$ cat src/hdl/isrd_pkg.sv
// shared types, codes and constants of the indexed sprite row decoder
package isrd_pkg;

    // register reset value and stream layout
    localparam logic [15:0] HEADER_SKIP_RESET = 16'h0600;
    localparam logic [15:0] PALETTE_BYTES     = 16'h0200;
    localparam int          PALETTE_ENTRIES   = 256;
    localparam int          PALETTE_WIDTH     = 12;

    // configuration register indexes
    localparam logic REG_HEADER_SKIP = 1'b0;

    // result kinds
    localparam logic [1:0] KIND_IMAGE = 2'd0;
    localparam logic [1:0] KIND_ROW   = 2'd1;
    localparam logic [1:0] KIND_PIXEL = 2'd2;
    localparam logic [1:0] KIND_BAD   = 2'd3;

    // bad row reasons
    localparam logic ERR_END_BELOW_LEAD = 1'b0;
    localparam logic ERR_END_PAST_WIDTH = 1'b1;

    // parser phase, one-hot
    typedef enum logic [4:0] {
        PH_SKIP   = 5'b00001,
        PH_DIMS   = 5'b00010,
        PH_PAL    = 5'b00100,
        PH_ROWHDR = 5'b01000,
        PH_DATA   = 5'b10000
    } phase_t;

    // result fields waiting for the palette read
    typedef struct packed {
        logic [1:0]  kind;
        logic        error_code;
        logic [15:0] image_width;
        logic [15:0] image_height;
        logic [15:0] row;
        logic [15:0] column;
        logic        last_in_row;
    } pend_t;

endpackage

$ cat src/hdl/isrd_ram.sv
// generic one-write one-read RAM with registered read data
module isrd_ram #(
    parameter int WIDTH = 12,
    parameter int DEPTH = 256
) (
    input  logic                     aclk,
    input  logic                     wr_en,
    input  logic [$clog2(DEPTH)-1:0] wr_addr,
    input  logic [WIDTH-1:0]         wr_data,
    input  logic                     rd_en,
    input  logic [$clog2(DEPTH)-1:0] rd_addr,
    output logic [WIDTH-1:0]         rd_data
);

    logic [WIDTH-1:0] mem_reg [DEPTH];
    logic [WIDTH-1:0] rd_data_reg;

    // write port
    always_ff @(posedge aclk) begin
        if (wr_en) begin
            mem_reg[wr_addr] <= wr_data;
        end
    end

    // registered read port, holds while rd_en is low
    always_ff @(posedge aclk) begin
        if (rd_en) begin
            rd_data_reg <= mem_reg[rd_addr];
        end
    end

    assign rd_data = rd_data_reg;

endmodule

$ cat src/hdl/indexed_sprite_row_decoder_top.sv
// top level of the indexed sprite row decoder: stream parser, palette and result register
//
// The block takes one byte of a sprite file per cycle while s_ready is high and gives at most
// one result word per byte. After header_skip bytes it reads each image's width and height,
// loads its 256-entry 12-bit palette, then per row announces a row start and turns each index
// byte into an RGBA pixel (magenta is fully transparent); rows are numbered bottom-up. A
// malformed row yields one bad-row word and the block then ignores all input until reset.
// Each accepted byte loads the registered palette RAM read and the pending stage; the output
// register then loads from them once it is free, and the block can take a new byte while
// earlier results are still in flight. s_ready drops only while a result is held back by
// m_ready. The user must write header_skip over the APB port, at byte address 0, only while
// the block is idle; the block itself does not enforce this.
module indexed_sprite_row_decoder_top (
    input  logic        aclk,
    input  logic        aresetn,
    // input stream
    input  logic        s_valid,
    output logic        s_ready,
    input  logic [7:0]  s_data_byte,
    // result stream
    output logic        m_valid,
    input  logic        m_ready,
    output logic [1:0]  m_kind,
    output logic        m_error_code,
    output logic [15:0] m_image_width,
    output logic [15:0] m_image_height,
    output logic [15:0] m_row,
    output logic [15:0] m_column,
    output logic [7:0]  m_red,
    output logic [7:0]  m_green,
    output logic [7:0]  m_blue,
    output logic [7:0]  m_alpha,
    output logic        m_last_in_row,
    // configuration
    input  logic        psel,
    input  logic        penable,
    input  logic        pwrite,
    input  logic [2:0]  paddr,
    input  logic [31:0] pwdata,
    output logic [31:0] prdata,
    output logic        pready
);

    localparam int PAL_AW = $clog2(isrd_pkg::PALETTE_ENTRIES);

    // parser state
    logic [15:0]          header_skip_reg;
    isrd_pkg::phase_t     phase_reg, phase_next;
    logic [15:0]          byte_count_reg, byte_count_next;
    logic [7:0]           low_byte_reg, low_byte_next;
    logic [15:0]          width_reg, width_next;
    logic [15:0]          height_reg, height_next;
    logic [15:0]          rows_done_reg, rows_done_next;
    logic [15:0]          leading_reg, leading_next;
    logic [15:0]          bytes_left_reg, bytes_left_next;
    logic [15:0]          column_reg, column_next;
    logic                 halted_reg, halted_next;

    // pipeline
    logic                 pend_valid_reg;
    isrd_pkg::pend_t      pend_reg, pend_next;
    logic                 res_valid;
    logic                 out_valid_reg;
    isrd_pkg::pend_t      out_reg;
    logic [7:0]           red_reg, green_reg, blue_reg, alpha_reg;

    logic                 accept;
    logic                 pend_adv;
    logic                 cfg_write;

    // working values
    isrd_pkg::phase_t     eff_phase;
    logic [15:0]          eff_count;
    logic [15:0]          word_val;
    logic [15:0]          rows_inc;
    logic [15:0]          count_inc;
    logic [15:0]          left_dec;

    // palette
    logic                 pal_wr_en;
    logic [PAL_AW-1:0]    pal_wr_addr;
    logic [isrd_pkg::PALETTE_WIDTH-1:0] pal_wr_data;
    logic [isrd_pkg::PALETTE_WIDTH-1:0] pal_rd_data;
    logic [7:0]           red_c, green_c, blue_c, alpha_c;

    // handshakes
    assign pend_adv = !out_valid_reg || m_ready;
    assign s_ready  = !pend_valid_reg || pend_adv;
    assign accept   = s_valid && s_ready;

    // configuration port
    assign pready    = 1'b1;
    assign cfg_write = psel && penable && pwrite && pready;
    assign prdata    = (paddr[2] == isrd_pkg::REG_HEADER_SKIP) ? {16'd0, header_skip_reg} : 32'd0;

    always_ff @(posedge aclk) begin
        if (!aresetn) begin
            header_skip_reg <= isrd_pkg::HEADER_SKIP_RESET;
        end else if (cfg_write && paddr[2] == isrd_pkg::REG_HEADER_SKIP) begin
            header_skip_reg <= pwdata[15:0];
        end
    end

    assign word_val  = {s_data_byte, low_byte_reg};
    assign rows_inc  = rows_done_reg + 16'd1;
    assign count_inc = eff_count + 16'd1;
    assign left_dec  = bytes_left_reg - 16'd1;

    // stream parser
    always_comb begin
        phase_next      = phase_reg;
        byte_count_next = byte_count_reg;
        low_byte_next   = low_byte_reg;
        width_next      = width_reg;
        height_next     = height_reg;
        rows_done_next  = rows_done_reg;
        leading_next    = leading_reg;
        bytes_left_next = bytes_left_reg;
        column_next     = column_reg;
        halted_next     = halted_reg;
        res_valid       = 1'b0;
        pend_next       = '0;
        eff_phase       = phase_reg;
        eff_count       = byte_count_reg;
        pal_wr_en       = 1'b0;

        // header skip ends on the byte that reaches the count
        if (phase_reg == isrd_pkg::PH_SKIP && byte_count_reg >= header_skip_reg) begin
            eff_phase = isrd_pkg::PH_DIMS;
            eff_count = 16'd0;
        end

        if (accept && !halted_reg) begin
            case (eff_phase)
                isrd_pkg::PH_SKIP: begin
                    byte_count_next = byte_count_reg + 16'd1;
                end
                isrd_pkg::PH_DIMS: begin
                    phase_next = isrd_pkg::PH_DIMS;
                    case (eff_count[1:0])
                        2'd1:    width_next    = word_val;
                        2'd3:    height_next   = word_val;
                        default: low_byte_next = s_data_byte;
                    endcase
                    if (eff_count >= 16'd3) begin
                        phase_next      = isrd_pkg::PH_PAL;
                        byte_count_next = 16'd0;
                        rows_done_next  = 16'd0;
                        res_valid       = 1'b1;
                        pend_next.kind         = isrd_pkg::KIND_IMAGE;
                        pend_next.image_width  = width_reg;
                        pend_next.image_height = word_val;
                    end else begin
                        byte_count_next = count_inc;
                    end
                end
                isrd_pkg::PH_PAL: begin
                    if (!eff_count[0]) begin
                        low_byte_next = s_data_byte;
                    end else begin
                        pal_wr_en = 1'b1;
                    end
                    byte_count_next = count_inc;
                    if (count_inc >= isrd_pkg::PALETTE_BYTES) begin
                        phase_next      = (rows_done_reg >= height_reg) ? isrd_pkg::PH_DIMS
                                                                        : isrd_pkg::PH_ROWHDR;
                        byte_count_next = 16'd0;
                    end
                end
                isrd_pkg::PH_ROWHDR: begin
                    case (eff_count[1:0])
                        2'd1: begin
                            leading_next    = word_val;
                            byte_count_next = count_inc;
                        end
                        2'd3: begin
                            rows_done_next         = rows_inc;
                            res_valid              = 1'b1;
                            pend_next.image_width  = width_reg;
                            pend_next.image_height = height_reg;
                            pend_next.row          = height_reg - rows_inc;
                            pend_next.column       = leading_reg;
                            if (word_val < leading_reg) begin
                                halted_next          = 1'b1;
                                pend_next.kind       = isrd_pkg::KIND_BAD;
                                pend_next.error_code = isrd_pkg::ERR_END_BELOW_LEAD;
                            end else if (word_val > width_reg) begin
                                halted_next          = 1'b1;
                                pend_next.kind       = isrd_pkg::KIND_BAD;
                                pend_next.error_code = isrd_pkg::ERR_END_PAST_WIDTH;
                            end else begin
                                pend_next.kind  = isrd_pkg::KIND_ROW;
                                bytes_left_next = word_val - leading_reg;
                                column_next     = leading_reg;
                                byte_count_next = 16'd0;
                                if (word_val == leading_reg) begin
                                    // empty run ends the row at once
                                    phase_next = (rows_inc >= height_reg) ? isrd_pkg::PH_DIMS
                                                                          : isrd_pkg::PH_ROWHDR;
                                end else begin
                                    phase_next = isrd_pkg::PH_DATA;
                                end
                            end
                        end
                        default: begin
                            low_byte_next   = s_data_byte;
                            byte_count_next = count_inc;
                        end
                    endcase
                end
                isrd_pkg::PH_DATA: begin
                    bytes_left_next        = left_dec;
                    column_next            = column_reg + 16'd1;
                    res_valid              = 1'b1;
                    pend_next.kind         = isrd_pkg::KIND_PIXEL;
                    pend_next.image_width  = width_reg;
                    pend_next.image_height = height_reg;
                    pend_next.row          = height_reg - rows_done_reg;
                    pend_next.column       = column_reg;
                    pend_next.last_in_row  = (left_dec == 16'd0);
                    if (left_dec == 16'd0) begin
                        phase_next      = (rows_done_reg >= height_reg) ? isrd_pkg::PH_DIMS
                                                                        : isrd_pkg::PH_ROWHDR;
                        byte_count_next = 16'd0;
                    end
                end
                default: begin
                    phase_next      = isrd_pkg::PH_SKIP;
                    byte_count_next = 16'd0;
                end
            endcase
        end
    end

    // palette entry: low nibble of the second byte over the whole first byte
    assign pal_wr_addr = eff_count[PAL_AW:1];
    assign pal_wr_data = {s_data_byte[3:0], low_byte_reg};

    isrd_ram #(
        .WIDTH (isrd_pkg::PALETTE_WIDTH),
        .DEPTH (isrd_pkg::PALETTE_ENTRIES)
    ) u_palette (
        .aclk    (aclk),
        .wr_en   (pal_wr_en),
        .wr_addr (pal_wr_addr),
        .wr_data (pal_wr_data),
        .rd_en   (accept),
        .rd_addr (s_data_byte),
        .rd_data (pal_rd_data)
    );

    // colour expansion by nibble replication
    always_comb begin
        red_c   = 8'd0;
        green_c = 8'd0;
        blue_c  = 8'd0;
        alpha_c = 8'd0;
        if (pend_reg.kind == isrd_pkg::KIND_PIXEL) begin
            red_c   = {pal_rd_data[11:8], pal_rd_data[11:8]};
            green_c = {pal_rd_data[7:4], pal_rd_data[7:4]};
            blue_c  = {pal_rd_data[3:0], pal_rd_data[3:0]};
            alpha_c = (red_c == 8'hff && green_c == 8'h00 && blue_c == 8'hff) ? 8'h00 : 8'hff;
        end
    end

    // parser state registers
    always_ff @(posedge aclk) begin
        if (!aresetn) begin
            phase_reg      <= isrd_pkg::PH_SKIP;
            byte_count_reg <= 16'd0;
            low_byte_reg   <= 8'd0;
            width_reg      <= 16'd0;
            height_reg     <= 16'd0;
            rows_done_reg  <= 16'd0;
            leading_reg    <= 16'd0;
            bytes_left_reg <= 16'd0;
            column_reg     <= 16'd0;
            halted_reg     <= 1'b0;
        end else begin
            phase_reg      <= phase_next;
            byte_count_reg <= byte_count_next;
            low_byte_reg   <= low_byte_next;
            width_reg      <= width_next;
            height_reg     <= height_next;
            rows_done_reg  <= rows_done_next;
            leading_reg    <= leading_next;
            bytes_left_reg <= bytes_left_next;
            column_reg     <= column_next;
            halted_reg     <= halted_next;
        end
    end

    // pending stage valid and output valid
    always_ff @(posedge aclk) begin
        if (!aresetn) begin
            pend_valid_reg <= 1'b0;
            out_valid_reg  <= 1'b0;
        end else begin
            if (s_ready) begin
                pend_valid_reg <= accept && res_valid;
            end
            if (pend_adv) begin
                out_valid_reg <= pend_valid_reg;
            end
        end
    end

    // pending and output word payload
    always_ff @(posedge aclk) begin
        if (s_ready) begin
            pend_reg <= pend_next;
        end
        if (pend_adv) begin
            out_reg   <= pend_reg;
            red_reg   <= red_c;
            green_reg <= green_c;
            blue_reg  <= blue_c;
            alpha_reg <= alpha_c;
        end
    end

    assign m_valid        = out_valid_reg;
    assign m_kind         = out_reg.kind;
    assign m_error_code   = out_reg.error_code;
    assign m_image_width  = out_reg.image_width;
    assign m_image_height = out_reg.image_height;
    assign m_row          = out_reg.row;
    assign m_column       = out_reg.column;
    assign m_red          = red_reg;
    assign m_green        = green_reg;
    assign m_blue         = blue_reg;
    assign m_alpha        = alpha_reg;
    assign m_last_in_row  = out_reg.last_in_row;

endmodule

$ cat config.mk
export PLATFORM = sky130hd
export DESIGN_NAME = indexed_sprite_row_decoder_top
export DESIGN_NICKNAME = d
export VERILOG_FILES = /design/src/hdl/isrd_pkg.sv /design/src/hdl/isrd_ram.sv /design/src/hdl/indexed_sprite_row_decoder_top.sv
export SDC_FILE = /design/constraint.sdc
export NUM_CORES = 2
export LEC_CHECK = 0
export BUFFER_PORTS_ARGS = -buffer_cell sky130_fd_sc_hd__clkbuf_2
export CORE_ASPECT_RATIO = 0.9
export CORE_MARGIN = 4
export CORE_UTILIZATION = 60
export DETAILED_ROUTE_END_ITERATION = 16
export HOLD_SLACK_MARGIN = 0.02
export PLACE_DENSITY = 0.76
export SYNTH_ARGS = -nofsm -noshare
export SYNTH_HDL_FRONTEND = slang
export SYNTH_HIERARCHICAL = 1
export SYNTH_SLANG_ARGS = --single-unit
$ cat constraint.sdc
create_clock -name aclk -period 8.9 [get_ports aclk]
set_input_delay 0.445 -clock aclk [delete_from_list [all_inputs] [get_ports aclk]]
set_output_delay 0.445 -clock aclk [all_outputs]
set_load 0.05 [all_outputs]
==> results by group <==
Place
  • Placement Cell Area: 138000 sq um
  • Post-DP HPWL: 200000 um
  • I/O Buffers: ~150
  • GP Congestion: ~0.9
  • Pre-CTS WS: around 2.5 ns

Clocking
  • Clock Sinks: 3377
  • Cts bufs inserted: 335
  • Clock Path Buffers: 4
  • Post-CTS Setup Bufs: 0
  • Clock Pin Slew Worst Setup and Hold Paths: ~0.060 ns
  • Clk root buf: clkbuf_16
  • Worst skew pair latency: roughly 0.98 ns
  • H-tree Lvls: 5
  • CTS tree: built

Detailed routing
  • WL/cell: 31.6 um
  • DR vias: between 70000 and 80000
  • DRC Markers: 0
  • Starting DRT DRC Count: 10700
  • Drt total wl: 337000 um
  • Routed Antenna Nets: 0
  • DRT Pass-1 Iters: 6
  • Via-per-instance ratio: between 6 and 7

Layout
  • Multi-input gate area: 31800 sq um
  • Max reg flops: slightly above 3000
  • Syn-to-layout area delta: 10.3%
  • Most frequent cells in the layout: 3233 x edfxtp_1, 636 x mux4_2, 491 x nor2_1, 340 x clkbuf_16, 260 x a22oi_1
  • Share of layout cells above drive strength 1: 19.6%
  • Number of fill cells: ~14000
  • Finished Cell Area: 149000 sq um
  • Most common cell after layout, fill and taps aside: edfxtp_1
  • Sequential cell area: 100000 sq um
  • Util after Layout: 66.8%
  • Fin nets: around 7600

Yosys
  • Mapped Cells: 7242
  • Synthesized flop and latch total: 3377
  • Synth Area per Inst: between 15 and 20 sq um
  • FFs w/ async S/R, synth: 0%
  • Yosys cell types: 102
  • Number of synthesized flops with an enable pin: approximately 3200
  • Sequential area share after synthesis: approximately 74%
  • Ys Warns: 6
  • Synthesized area: around 130000 sq um
  • Main synth FF type: edfxtp_1

STA
  • Final hold viol count: 0
  • Min Tclk post-route: about 6.4 ns
  • Slew headroom: about a tenth
  • Fin worst setup slack: roughly 2.5 ns
  • Worst-margin pin slew: 1.34 ns
  • RSZ-0062 raised after global routing: no
  • Finish-stage setup viols: 0
  • Setup TNS Final: 0 ns
  • Final Skew: between 0.07 and 0.08 ns
  • Period Utilization, post-route: 72.3%
  • F_max: 0.155 GHz
  • Pins Over Slew Limit: 0

Hold path
  • HP Class: in2reg
  • Hold path start: s_data_byte[7]

Setup path
  • CP Cell Sequence: ha_1 -> nand4_1 -> or4_1 -> o211ai_2 -> nand3_2 -> nand2_1 -> inv_1 -> nor2_1 -> nand4_1 -> buf_4 -> nor2_1
  • Critical path class: reg2reg
  • CP Buf/Inv Count: 2
  • Slowest-stage cell, CP: nor2_1
  • Crit Path Max Fanout: 12
  • Crit path launch: byte_count_reg[14]
  • Worst Setup End Kind: flop
  • Nature of the critical path startpoint: flop
  • Max incr delay on CP: roughly 0.98 ns
  • WP data required: 9.46 ns
  • Register-to-register setup slack: 2.47 ns
  • Worst path top cell family by delay: simple AND/OR/NAND/NOR gates
  • RR Startpoint: byte_count_reg[14]
  • CP arrival: approximately 7 ns

Die
  • Die W: 508 um
  • Row count: approximately 160
  • Die footprint: ~230000 sq um
  • Chip height: between 400 and 500 um
  • IO Count: ~190
  • Starting Density: between 60% and 70%
  • Core region area: between 200000 and 250000 sq um

Global route
  • Largest net degree at the start of global routing: roughly 210
  • GRT Total Usage: between 20% and 30%
  • Vias in the first global route: 70600
  • First-pass GRT wire length: slightly below 500000 um
  • Total grt overflow: 0
  • Initial antenna violation count: 11

Power
  • Worst vdd ir: 0.000211 V
  • Power Density: 216 nW/um^2
  • Leak Pwr: approximately 46 nW

Run
  • Max-cap viol count: 0

Outcome
  • Status: finished, final reports clean
==> worst paths after layout <==
| kind | endpoint | depth (start not counted) |
|---|---|---|
| max | u_palette/mem_reg[108][5] | 11 |
| max reg2reg | u_palette/mem_reg[108][5] | 11 |
| min reg2reg | m_column[1] | 0 |
| min | leading_reg[15] | 4 |
==> cell type report <==
| cell class | count | share of cell area [%] |
|---|---|---|
| antenna | 12 | 0.0202 |
| clock buffer | 389 | 5.85 |
| clock inverter | 191 | 1.14 |
| inverter | 102 | 0.258 |
| multi-input combinational | 3318 | 21.4 |
| sequential | 3377 | 67.3 |
| tap | 2988 | 2.51 |
| timing repair buffer | 318 | 1.56 |
==> cell usage after synthesis (all sizes together) (45+ instances only) <==
| cell type | count | area (sq um) |
|---|---|---|
| mux2i | 248 | 2480 |
| o22ai | 96 | 601 |
| mux4 | 636 | 14300 |
| nor3 | 77 | 395 |
| nor2 | 494 | 1850 |
| nand2 | 218 | 821 |
| clkbuf | 224 | 845 |
| a21oi | 248 | 1250 |
| o21ai | 120 | 601 |
| buf | 236 | 1950 |
| ha | 88 | 1100 |
| nor4 | 45 | 300 |
| dfxtp | 144 | 2880 |
| nand3 | 95 | 480 |
| edfxtp | 3233 | 97100 |
| a22oi | 260 | 1950 |
| o221ai | 59 | 529 |
| nor2b | 49 | 309 |
| inv | 100 | 375 |
==> through the flow <==
step                std cells  hold slack [ns]  total power [W]
floorplan                7257            0.400           0.0184
global placement        10100            0.400           0.0189
detailed placement      10100            0.405           0.0189
CTS                     10700           0.0301           0.0323
global route            10700           0.0519           0.0330
finish                  10700           0.0667           0.0322
==> report_power, final <==
group / internal (W) / leakage, nW / switching, W
combinational: 0.000459 / 11.5 / 0.000874
clock: 0.00782 / 5.08 / 0.00575
sequential: 0.0172 / 29.7 / 0.0000118
total: 0.0255 / 46.3 / 0.00664
==> kinds of logic after synthesis <==
group	count (synthesis)	synth area share [%]
XOR/XNOR	56	0.364
adder cells (fa/ha/maj)	91	0.861
AO/OA/AOI/OAI	1066	5.38
flip-flops	3377	74.2
other	2	0.00557
buffers and inverters	562	2.36
multiplexers	919	12.8
AND/OR/NAND/NOR	1169	4.10
==> worst reg2reg max path, stage by stage (launching register included) <==
cell	delay (ns)
dfxtp_1	0.42
ha_1	0.35
nand4_1	0.15
or4_1	0.56
o211ai_2	0.42
nand3_2	0.28
nand2_1	0.19
inv_1	0.34
nor2_1	0.77
nand4_1	0.97
buf_4	0.60
nor2_1	1.00
==> timing repair <==
item | in CTS | in global routing
resized for setup | 0 | 0
hold buffers | 19 | 1
endpoints found under the hold margin | 92 | 4
==> metal layers <==
| layer | share of wire, % | global-route usage [%] | up-vias |
|---|---|---|---|
| met2 | 46 | 43.2 | 5097 |
| li1 | - | - | 29900 |
| met3 | 13 | 7.28 | 784 |
| met1 | 37 | 41.6 | 37200 |
| met4 | 4.5 | 11.7 | 6 |
| met5 | 0.011 | 0 | - |
Note: power is estimated with default switching activity, not from simulation.
